## src/design/dpts_pkg.sv

```systemverilog
// Shared types and codes of the dynamic priority tick scheduler.
`default_nettype none

package dpts_pkg;

    // Beat widths on the two stream channels
    localparam int S_TDATA_W = 40;
    localparam int S_TUSER_W = 2;
    localparam int M_TDATA_W = 40;
    localparam int M_TUSER_W = 3;

    // Operation codes carried in s_tuser
    typedef logic [S_TUSER_W-1:0] op_t;
    localparam op_t OP_LOAD  = 2'd0;
    localparam op_t OP_TICK  = 2'd1;
    localparam op_t OP_CLEAR = 2'd2;

    // Result status codes carried in m_tuser
    typedef logic [M_TUSER_W-1:0] status_t;
    localparam status_t ST_LOADED  = 3'd0;
    localparam status_t ST_FULL    = 3'd1;
    localparam status_t ST_RAN     = 3'd2;
    localparam status_t ST_IDLE    = 3'd3;
    localparam status_t ST_CLEARED = 3'd4;

    // One task table row; priority only ever decreases from its 8-bit start
    typedef struct packed {
        logic [15:0] submit;
        logic [7:0]  prio;
        logic [15:0] arrival;
        logic [15:0] remaining;
    } entry_t;

    // Controller to datapath commands
    typedef struct packed {
        logic take;    // input beat accepted this cycle
        logic scan;    // table scan in progress
        logic commit;  // apply the item and load the result beat
    } dpts_cmd_t;

    // Datapath to controller status
    typedef struct packed {
        logic scan_done;  // last table row is being compared
        logic out_free;   // result register can take a beat
    } dpts_sts_t;

endpackage

`default_nettype wire

```

## src/design/dpts_ram.sv

```systemverilog
// Generic single-write, single-read RAM with registered read data.
`default_nettype none

module dpts_ram #(
    parameter int WIDTH = 8,
    parameter int DEPTH = 16
) (
    input  wire logic                     aclk,
    input  wire logic                     we,
    input  wire logic [$clog2(DEPTH)-1:0] waddr,
    input  wire logic [WIDTH-1:0]         wdata,
    input  wire logic [$clog2(DEPTH)-1:0] raddr,
    output logic      [WIDTH-1:0]         rdata
);

    logic [WIDTH-1:0] mem [DEPTH];

    // Write port and registered read port
    always_ff @(posedge aclk) begin
        if (we) begin
            mem[waddr] <= wdata;
        end
        rdata <= mem[raddr];
    end

endmodule

`default_nettype wire

```

## src/design/dpts_ctrl.sv

```systemverilog
// Controller state machine of the tick scheduler: accept, scan, commit.
`default_nettype none

module dpts_ctrl import dpts_pkg::*; (
    input  wire logic      aclk,
    input  wire logic      aresetn,
    input  wire logic      s_tvalid,
    input  wire op_t       s_op,
    output logic           s_tready,
    input  wire dpts_sts_t sts,
    output dpts_cmd_t      cmd
);

    typedef enum logic [2:0] {
        CS_IDLE   = 3'b001,
        CS_SCAN   = 3'b010,
        CS_COMMIT = 3'b100
    } ctrl_state_t;

    ctrl_state_t state_reg, state_next;
    logic        take;

    // Take no beat while reset is held
    assign s_tready   = (state_reg == CS_IDLE) && aresetn;
    assign take       = s_tvalid && s_tready;
    assign cmd.take   = take;
    assign cmd.scan   = (state_reg == CS_SCAN);
    assign cmd.commit = (state_reg == CS_COMMIT) && sts.out_free;

    // Dispatch on the operation, wait for the scan, then for the result slot
    always_comb begin
        state_next = state_reg;
        case (state_reg)
            CS_IDLE: begin
                if (take) begin
                    case (s_op)
                        OP_TICK:  state_next = CS_SCAN;
                        OP_LOAD:  state_next = CS_COMMIT;
                        OP_CLEAR: state_next = CS_COMMIT;
                        default:  state_next = CS_IDLE;
                    endcase
                end
            end
            CS_SCAN: begin
                if (sts.scan_done) begin
                    state_next = CS_COMMIT;
                end
            end
            CS_COMMIT: begin
                if (sts.out_free) begin
                    state_next = CS_IDLE;
                end
            end
            default: state_next = CS_IDLE;
        endcase
    end

    always_ff @(posedge aclk) begin
        if (!aresetn) begin
            state_reg <= CS_IDLE;
        end else begin
            state_reg <= state_next;
        end
    end

endmodule

`default_nettype wire

```

## src/design/dpts_datapath.sv

```systemverilog
// Datapath of the tick scheduler: task table, best-task scan, commit and result register.
`default_nettype none

module dpts_datapath import dpts_pkg::*; #(
    parameter int MAX_PROCS = 16
) (
    input  wire logic                 aclk,
    input  wire logic                 aresetn,
    input  wire logic [S_TUSER_W-1:0] s_tuser,
    input  wire logic [S_TDATA_W-1:0] s_tdata,
    input  wire dpts_cmd_t            cmd,
    output dpts_sts_t                 sts,
    output logic                      m_tvalid,
    input  wire logic                 m_tready,
    output logic      [M_TDATA_W-1:0] m_tdata,
    output logic      [M_TUSER_W-1:0] m_tuser
);

    localparam int IW = $clog2(MAX_PROCS);
    localparam int CW = $clog2(MAX_PROCS + 1);
    localparam logic [IW-1:0] LAST_IDX = IW'(MAX_PROCS - 1);
    localparam logic [CW-1:0] FULL_CNT = CW'(MAX_PROCS);

    // Latched input item
    op_t         op_reg;
    logic [15:0] rt_reg;
    logic [15:0] arr_in_reg;
    logic [7:0]  prio_in_reg;

    // Scheduler state
    logic [CW-1:0]        task_count_reg, task_count_next;
    logic [CW-1:0]        done_count_reg, done_count_next;
    logic [15:0]          tick_reg, tick_next;
    logic [MAX_PROCS-1:0] complete_reg;

    // Scan pipeline
    logic [IW-1:0] scan_addr_reg;
    logic          issue_reg;
    logic          cmp_vld_reg;
    logic [IW-1:0] cmp_idx_reg;
    logic          found_reg;
    logic [IW-1:0] best_idx_reg;
    entry_t        best_reg;

    // Result register
    logic                 m_tvalid_reg;
    logic [M_TDATA_W-1:0] m_tdata_reg;
    status_t              m_tuser_reg;

    // Table RAM
    entry_t        rd_entry;
    entry_t        wr_entry;
    logic          ram_we;
    logic [IW-1:0] ram_waddr;

    // Commit combinational values
    logic          table_full;
    logic [15:0]   rem_dec;
    logic [7:0]    prio_dec;
    logic          fin;
    logic [CW-1:0] best_id;
    status_t       res_status;
    logic [4:0]    res_id;
    logic          res_fin;
    logic [15:0]   res_turn;
    logic          res_all_done;

    // Scan candidate check
    logic cand_ready;
    logic cand_better;

    dpts_ram #(
        .WIDTH ($bits(entry_t)),
        .DEPTH (MAX_PROCS)
    ) u_table (
        .aclk  (aclk),
        .we    (ram_we),
        .waddr (ram_waddr),
        .wdata (wr_entry),
        .raddr (scan_addr_reg),
        .rdata (rd_entry)
    );

    // Hold the accepted item
    always_ff @(posedge aclk) begin
        if (cmd.take) begin
            op_reg      <= s_tuser;
            rt_reg      <= s_tdata[15:0];
            arr_in_reg  <= s_tdata[31:16];
            prio_in_reg <= s_tdata[39:32];
        end
    end

    // Compare the row read last cycle against the best so far
    assign cand_ready  = cmp_vld_reg && (CW'(cmp_idx_reg) < task_count_reg)
                         && !complete_reg[cmp_idx_reg] && (rd_entry.arrival <= tick_reg);
    assign cand_better = !found_reg || (rd_entry.prio > best_reg.prio)
                         || ((rd_entry.prio == best_reg.prio)
                             && (rd_entry.submit < best_reg.submit));

    assign sts.scan_done = cmp_vld_reg && (cmp_idx_reg == LAST_IDX);
    assign sts.out_free  = !m_tvalid_reg || m_tready;

    // Advance the read address and keep the best ready row
    always_ff @(posedge aclk) begin
        if (!aresetn) begin
            issue_reg   <= 1'b0;
            cmp_vld_reg <= 1'b0;
            found_reg   <= 1'b0;
        end else if (cmd.take) begin
            issue_reg   <= 1'b1;
            cmp_vld_reg <= 1'b0;
            found_reg   <= 1'b0;
        end else if (cmd.scan) begin
            cmp_vld_reg <= issue_reg;
            if (issue_reg && (scan_addr_reg == LAST_IDX)) begin
                issue_reg <= 1'b0;
            end
            if (cand_ready && cand_better) begin
                found_reg <= 1'b1;
            end
        end
    end

    always_ff @(posedge aclk) begin
        if (cmd.take) begin
            scan_addr_reg <= '0;
        end else if (cmd.scan) begin
            cmp_idx_reg <= scan_addr_reg;
            if (issue_reg && (scan_addr_reg != LAST_IDX)) begin
                scan_addr_reg <= scan_addr_reg + 1'b1;
            end
            if (cand_ready && cand_better) begin
                best_idx_reg <= cmp_idx_reg;
                best_reg     <= rd_entry;
            end
        end
    end

    // Work out the item's effect and its result
    assign table_full = (task_count_reg >= FULL_CNT);
    assign rem_dec    = best_reg.remaining - 16'd1;
    assign prio_dec   = (best_reg.prio == 8'd0) ? 8'd0 : best_reg.prio - 8'd1;
    assign fin        = (rem_dec == 16'd0);
    assign best_id    = CW'(best_idx_reg) + CW'(1);

    always_comb begin
        task_count_next = task_count_reg;
        done_count_next = done_count_reg;
        tick_next       = tick_reg;
        res_status      = ST_IDLE;
        res_id          = 5'd0;
        res_fin         = 1'b0;
        res_turn        = 16'd0;
        ram_we          = 1'b0;
        ram_waddr       = best_idx_reg;
        wr_entry.remaining = rem_dec;
        wr_entry.arrival   = best_reg.arrival;
        wr_entry.prio      = prio_dec;
        wr_entry.submit    = fin ? best_reg.submit : tick_next;
        case (op_reg)
            OP_LOAD: begin
                if (table_full) begin
                    res_status = ST_FULL;
                end else begin
                    task_count_next    = task_count_reg + 1'b1;
                    res_status         = ST_LOADED;
                    res_id             = 5'(task_count_next);
                    ram_we             = 1'b1;
                    ram_waddr          = task_count_reg[IW-1:0];
                    wr_entry.remaining = (rt_reg == 16'd0) ? 16'd1 : rt_reg;
                    wr_entry.arrival   = arr_in_reg;
                    wr_entry.prio      = prio_in_reg;
                    wr_entry.submit    = arr_in_reg;
                end
            end
            OP_TICK: begin
                tick_next       = tick_reg + 16'd1;
                wr_entry.submit = fin ? best_reg.submit : tick_next;
                if (found_reg) begin
                    res_status = ST_RAN;
                    res_id     = 5'(best_id);
                    ram_we     = 1'b1;
                    if (fin) begin
                        done_count_next = done_count_reg + 1'b1;
                        res_fin         = 1'b1;
                        res_turn        = tick_next - best_reg.arrival;
                    end
                end
            end
            OP_CLEAR: begin
                task_count_next = '0;
                done_count_next = '0;
                tick_next       = 16'd0;
                res_status      = ST_CLEARED;
            end
            default: begin
                res_status = ST_IDLE;
            end
        endcase
        ram_we       = ram_we && cmd.commit;
        res_all_done = (done_count_next == task_count_next);
    end

    // Apply the item to the scheduler state
    always_ff @(posedge aclk) begin
        if (!aresetn) begin
            task_count_reg <= '0;
            done_count_reg <= '0;
            tick_reg       <= 16'd0;
            complete_reg   <= '0;
        end else if (cmd.commit) begin
            task_count_reg <= task_count_next;
            done_count_reg <= done_count_next;
            tick_reg       <= tick_next;
            if (op_reg == OP_CLEAR) begin
                complete_reg <= '0;
            end else if ((op_reg == OP_LOAD) && !table_full) begin
                complete_reg[task_count_reg[IW-1:0]] <= 1'b0;
            end else if ((op_reg == OP_TICK) && found_reg && fin) begin
                complete_reg[best_idx_reg] <= 1'b1;
            end
        end
    end

    // Load the result beat, drop it once taken
    always_ff @(posedge aclk) begin
        if (!aresetn) begin
            m_tvalid_reg <= 1'b0;
        end else if (cmd.commit) begin
            m_tvalid_reg <= 1'b1;
        end else if (m_tready) begin
            m_tvalid_reg <= 1'b0;
        end
    end

    always_ff @(posedge aclk) begin
        if (cmd.commit) begin
            m_tuser_reg <= res_status;
            m_tdata_reg <= {1'b0, res_all_done, res_turn, tick_next, res_fin, res_id};
        end
    end

    assign m_tvalid = m_tvalid_reg;
    assign m_tdata  = m_tdata_reg;
    assign m_tuser  = m_tuser_reg;

endmodule

`default_nettype wire

```

## src/design/dynamic_priority_tick_scheduler.sv

```systemverilog
// Top level of the dynamic priority tick scheduler.
//
// Input beats carry an operation in s_tuser: load a task, run one time tick,
// or clear the table and time. Every load, tick and clear gives exactly one
// result beat; operation code 3 is taken and dropped without a result.
// A loaded task gets id = load order + 1. A tick runs one unit of the ready
// task with the highest priority (then earliest submit time, then lowest id),
// ages its priority by one (not below zero) and advances time by one.
// A load or clear goes from the input beat to the commit state, which loads
// the result register and raises m_tvalid; the next beat is taken once the
// block is back in idle. A tick first runs the scan, which reads one task
// table row per cycle from the single-read-port table RAM, then commits.
// The result register parts the channels: while m_tready is low the block
// still takes and works the next item and then holds until the slot frees.
// Reset (aresetn low, synchronous) empties the table, zeroes time and the
// counters and drops any pending result; no clearing pass is needed.
`default_nettype none

module dynamic_priority_tick_scheduler import dpts_pkg::*; #(
    parameter int MAX_PROCS = 16
) (
    input  wire logic                 aclk,
    input  wire logic                 aresetn,
    input  wire logic                 s_tvalid,
    output logic                      s_tready,
    // run_time[15:0], arrival_time[31:16], start_priority[39:32]
    input  wire logic [S_TDATA_W-1:0] s_tdata,
    // operation[1:0]
    input  wire logic [S_TUSER_W-1:0] s_tuser,
    output logic                      m_tvalid,
    input  wire logic                 m_tready,
    // task_id[4:0], task_finished[5], finish_time[21:6], turnaround[37:22],
    // all_done[38], zero pad[39]
    output logic      [M_TDATA_W-1:0] m_tdata,
    // status[2:0]
    output logic      [M_TUSER_W-1:0] m_tuser
);

    dpts_cmd_t cmd;
    dpts_sts_t sts;

    dpts_ctrl u_ctrl (
        .aclk     (aclk),
        .aresetn  (aresetn),
        .s_tvalid (s_tvalid),
        .s_op     (s_tuser),
        .s_tready (s_tready),
        .sts      (sts),
        .cmd      (cmd)
    );

    dpts_datapath #(
        .MAX_PROCS (MAX_PROCS)
    ) u_datapath (
        .aclk     (aclk),
        .aresetn  (aresetn),
        .s_tuser  (s_tuser),
        .s_tdata  (s_tdata),
        .cmd      (cmd),
        .sts      (sts),
        .m_tvalid (m_tvalid),
        .m_tready (m_tready),
        .m_tdata  (m_tdata),
        .m_tuser  (m_tuser)
    );

    // Commit only into a free result slot
    assert property (@(posedge aclk) disable iff (!aresetn)
        cmd.commit |-> sts.out_free)
        else $error("commit while result slot is occupied");

    // A result beat appears only after a commit
    assert property (@(posedge aclk) disable iff (!aresetn)
        $rose(m_tvalid) |-> $past(cmd.commit))
        else $error("result beat without commit");

    // No new item is taken while a scan runs
    assert property (@(posedge aclk) disable iff (!aresetn)
        !(s_tready && cmd.scan))
        else $error("input ready during scan");

    // Scan and commit never overlap
    assert property (@(posedge aclk) disable iff (!aresetn)
        !(cmd.scan && cmd.commit))
        else $error("scan and commit in the same cycle");

endmodule

`default_nettype wire
```

## config.mk

```make
export PLATFORM = sky130hd
export DESIGN_NAME = dynamic_priority_tick_scheduler
export DESIGN_NICKNAME = d
export VERILOG_FILES = /design/src/design/dpts_pkg.sv /design/src/design/dpts_ram.sv /design/src/design/dpts_ctrl.sv /design/src/design/dpts_datapath.sv /design/src/design/dynamic_priority_tick_scheduler.sv
export SDC_FILE = /design/constraint.sdc
export NUM_CORES = 1
export LEC_CHECK = 0
export BUFFER_PORTS_ARGS = -buffer_cell sky130_fd_sc_hd__buf_2
export CORE_ASPECT_RATIO = 0.5
export CORE_UTILIZATION = 30
export DETAILED_ROUTE_END_ITERATION = 7
export PLACE_DENSITY = 0.41
export RECOVER_POWER = 50
export SYNTH_ARGS = -nofsm -noshare
export SYNTH_HDL_FRONTEND = slang
export SYNTH_SLANG_ARGS = --single-unit
```

## constraint.sdc

```tcl
create_clock -name aclk -period 5.7 [get_ports aclk]
set_input_delay 0.57 -clock aclk [delete_from_list [all_inputs] [get_ports aclk]]
set_output_delay 0.57 -clock aclk [all_outputs]
set_load 0.03 [all_outputs]
```

# After elaboration in Yosys (flattened, before gate mapping)
# Memory sizes are Yosys's and may differ from the RTL's. A register that Yosys moved wholly into a read port is not among the register bits.
# Index checks and enable logic that the tools add are counted.
# word_totals
wordCells	153
mem_count	1
reg_bits	201
ram_bits	896
# op_classes
addsub	8
mux	46
n_eq_ne	15
n_reduce_logical	44
order_cmp	10
n_bitwise	5
# mem_list
memory	depth	word_bits	read_ports	rd_clocked_by_memory_dff	wr	line_no	source
u_datapath.u_table.mem	16	56	1	1	1	dpts_ram.sv:16	logic [WIDTH-1:0] mem [DEPTH];
# ops
operator	n
16-bit 2-to-1 mux	6
16-bit case mux with 2 select lines	2
56-bit 2-to-1 mux	1
40-bit 2-to-1 mux	1
16-bit logical NOT	2
5-bit case mux with 2 select lines	3
5-bit 2-to-1 mux	5
3-bit case mux with 3 select lines	2
1-bit logical AND	17
16-bit by 1-bit adder with 16-bit output (second input constant)	1
16-bit bitwise AND	1
16-bit <= comparator	1
16-bit < comparator	1
16-bit inverter	1
16-bit OR	1
16-bit by 1-bit subtractor with 16-bit output (second input constant)	1
16-bit subtractor	1
4-bit by 5-bit < comparator with 1-bit output (second input constant)	3
1-bit 2-to-1 mux	15
2-bit AND reduction	6
5-bit by 1-bit adder with 5-bit output (second input constant)	2
3-bit 2-to-1 mux	3
3-bit AND reduction	3
1-bit demux with 4-bit select	2
30 further kinds	47

# Logic depth before layout (Yosys ltp)
# depth
depth_word	8
mapped_depth	14

# Cells and area by module
# From an unflattened synthesis, not the netlist that was laid out.
# hier_totals
hier_cells	2599
hier_area_um2	46113.0
# by_module_without_submodules
mod	area_each_um2	instances	seq_area_each_um2	cells_per_inst
dpts_ram	34678.3	1	28026.9	1445
dpts_datapath	11218.3	1	5445.2	1132
dpts_ctrl	216.5	1	60.1	22

# Least setup slack after synthesis
# No wires, ideal clock.
# synth_path
kind	in2reg
from	in m_tready
to	mem u_datapath.u_table.mem[0][0] (netlist name), enable pin
cell_stages	8
setup_time_ns	0.470
slack_ns	1.081
path_buffers	3
arrival_ns	4.148
cell_sequence	nor2b_1 > nand2b_1 > clkbuf_1 > inv_1 > clkbuf_1 > clkbuf_1 > nand3_1 > nor2_1
# synth_between
elab_chain_cells	5
# synth_lines
item	line_no	source
start, declared	dynamic_priority_tick_scheduler.sv:31	input wire logic m_tready,
1-bit logical OR	dpts_datapath.sv:102	assign sts.out_free = !m_tvalid_reg || m_tready;
1-bit logical AND	dpts_ctrl.sv:28	assign cmd.commit = (state_reg == CS_COMMIT) && sts.out_free;
1-bit logical AND	dpts_datapath.sv:201	ram_we = ram_we && cmd.commit;
1-bit 2-to-1 mux	dpts_ram.sv:20	if (we) begin
1-bit 2-to-1 mux (not written as such)	dpts_ram.sv:21	mem[waddr] <= wdata;
end, declared	dpts_ram.sv:16	
# Every way passes these cells.

# Worst setup path in the final report
# layout_path
from	reg u_datapath.op_reg[0]
to	mem u_datapath.u_table.mem[14][6] (netlist name), enable pin
# layout_between
elab_chain_cells	5
elab_cells_between_ends	7
# layout_lines
item	line_no	source
start, declared	dpts_datapath.sv:25	op_t op_reg;
start signal, assigned	dpts_datapath.sv:87	op_reg <= s_tuser;
2-bit by 1-bit equality test with 1-bit output or 2-bit logical NOT (tied branches)	dpts_datapath.sv:161	case (op_reg)
1-bit case mux with 2 select lines	dpts_datapath.sv:161	
1-bit logical AND	dpts_datapath.sv:201	
1-bit 2-to-1 mux	dpts_ram.sv:20	
1-bit 2-to-1 mux (not written as such)	dpts_ram.sv:21	
# Several ways; a longest one is shown, not always the timed one.

==> results.tsv <==
metric	value	unit
power.clock.fraction	40.3	%
slowest_delay	1.60	ns
dr.first_iter.drc_count	1993	
cp_slowest_cell	clkbuf_1	
clockBufferDepth	3	
finalSetupTns	0	ns
hpwl	78.11	mm
syn_to_final_growth	16.09	%
post-cts-setup-buffers	0	
grt_max_degree	91	
synth_edf_count	1044	
hold_viol_final	0	
power_density	346.8	mW/mm^2
syn_nets	2613	
cp_cell_sequence	inv_1 -> ha_1 -> buf_4 -> nand2_1 -> clkbuf_1 -> and3_1 -> a21oi_1 -> nand2b_1 -> nor2_4 -> buf_6	
nets	2828	
drcViolationCount	0	
cts_made_buffers	111	
fin_skew	0.03642	ns
utilization	35.17	%
insertion_delay	0.74	ns
vias	24090	
die_x	556.4	um
setup_violations	0	
largest_reg_flops	896	
cp_max_fo	56	
numClockSinks	1153	
placed_cells	4611	
tightest_slew	3.292	ns
cts-root-buf	clkbuf_16	
grt.total_usage	17.09	%
netlist_instances	2489	
post_cts_resized	0	
synth_area	0.04610	mm^2
period_needed	5.118	ns
power	18.56	mW
antenna_found_initial	6	
cp.required	6.05	ns
rsz0062_at_grt	no	
power.share.sequential	52.0	%
final_cell_area	0.05352	mm^2
hold_buffers	40	
drt_first_pass_iters	7	
fmax	0.1954	GHz
critical-path-top-delay-family	buffers and inverters	
cts_tree	yes	
die-height	279.2	um
grt_pass1_vias	24680	
avgSynthCellArea	18.52	um^2
endpoint_kind	flop	
dieArea	0.1553	mm^2
switching_share	23.44	%
drive_gt1_share	20.94	%
gr-total-overflow	0	
ant_nets	0	
htree_num_levels	3	
p_leak	16.59	nW
power.switching	4.350	mW
wl_per_cell	27.29	um
status	finished, violations left	
placed_area	0.04972	mm^2
hp-class	input port to flop	
cp.buffers_inverters	4	
rows	101	
numPortBuffers	89	
via_per_inst	4.953	
final_max_slew_viol_count	293	
drv_cap	11	
layout.cells.non_filler	4865	
core	0.1522	mm^2
grt_pass1_wl	187.0	mm
ys_types	69	
ys.flop_type	edfxtp_1	
start_util	30.30	%
ys_ff_latch	1153	
p_comb_share	7.7	%
clk_pin_slew_worst_paths	0.06	ns
ys_seq_area_share	72.74	%
fin_crit_sh	89.78	%
cp.arrival	5.46	ns
wirelength	132.8	mm
ios	91	
synth-async-reset-ratio	0	%
critPathLaunchType	flop	
violations	capacitance limit, slew limit	
r2r_start	u_datapath.op_reg[0]	
maxSlewHeadroom	-119.4	%
p_int	14.21	mW
critPathKind	flop to flop	
startpoint	u_datapath.op_reg[0]	
ir_drop	0.2362	mV
gp_congestion	0.8022	
ys_warn_count	0	
hp-start	s_tvalid	
-- metal layers --
metal | up-vias | routed length (um) | GRT usage [%]
li1 | 10460 | - | -
met1 | 12900 | 63740 | 25.13
met2 | 582 | 60400 | 26.53
met3 | 158 | 5860 | 2.513
met4 | 0 | 2751 | 4.148
met5 | - | 0 | 0
-- synth_stat cells, types with 38 or more instances --
cell,number,area (um^2)
nand2_1,127,476.7
ha_1,77,963.4
dfxtp_1,109,2182
mux4_2,285,6419
inv_1,83,311.6
a21oi_1,101,505.5
xnor2_1,38,332.8
nor2_1,105,394.1
edfxtp_1,1044,31350
o21ai_0,88,440.4
clkbuf_1,95,356.6
-- cells by family after synthesis --
family,Yosys count,synth area share [%]
buffers and inverters,204,1.688
muxes,300,14.25
and+or+nand+nor,397,4.182
xor gates and xnor gates,50,0.9499
other,1,0.008134
adders and majority gates,78,2.133
DFF,1153,72.74
AOI/OAI and AO/OA,306,4.052
-- per-stage QoR --
step	hold slack, ns	worst slack, ns
after detailed placement	0.3954	0.9847
final	0.1376	0.5824
after CTS	0.05036	0.9455
after floorplan	0.3855	1.081
after global placement	0.3995	1.166
after global routing	0.1223	0.3540
-- worst paths after layout --
path | to | slack [ns] | depth (start not counted)
max | u_datapath.u_table.mem[14][6] | 0.58 | 10
max reg2reg | u_datapath.u_table.mem[14][6] | 0.58 | 10
min reg2reg | u_datapath.best_reg[15] | 0.41 | 0
min | u_ctrl.state_reg[0] | 0.14 | 2
-- layout by cell type, fill, tap and decap left out, types with 29 or more instances in the layout --
cell	n
nor2_1	89
ha_1	77
mux4_2	285
nor3_1	30
clkbuf_16	114
dfxtp_1	109
buf_2	38
nand2_1	127
xnor2_1	38
dlygate4sd3_1	40
inv_1	83
nand3_1	29
o21ai_0	86
clkbuf_1	122
a21oi_1	101
buf_4	39
edfxtp_1	1044
-- layout make-up --
class	instances	area, um^2
clock buffers	154	3063
fillers	14420	98630
multi-input cells	1132	11930
inverters	84	315.3
clock inverters	58	590.6
repair buffers	222	1506
flip-flops and latches	1153	33530
diodes	2	5.005
well taps	2060	2577
-- power by group through the flow --
stage	Combinational (mW)	Sequential [mW]	Clock, mW
detailed placement	1.46	9.84	0
global placement	1.45	9.84	0
CTS	1.49	9.66	7.69
finish	1.43	9.66	7.47
global route	1.55	9.68	8.00
floorplan	0.890	9.80	0
No activity file was read; power rests on OpenSTA's default activity.
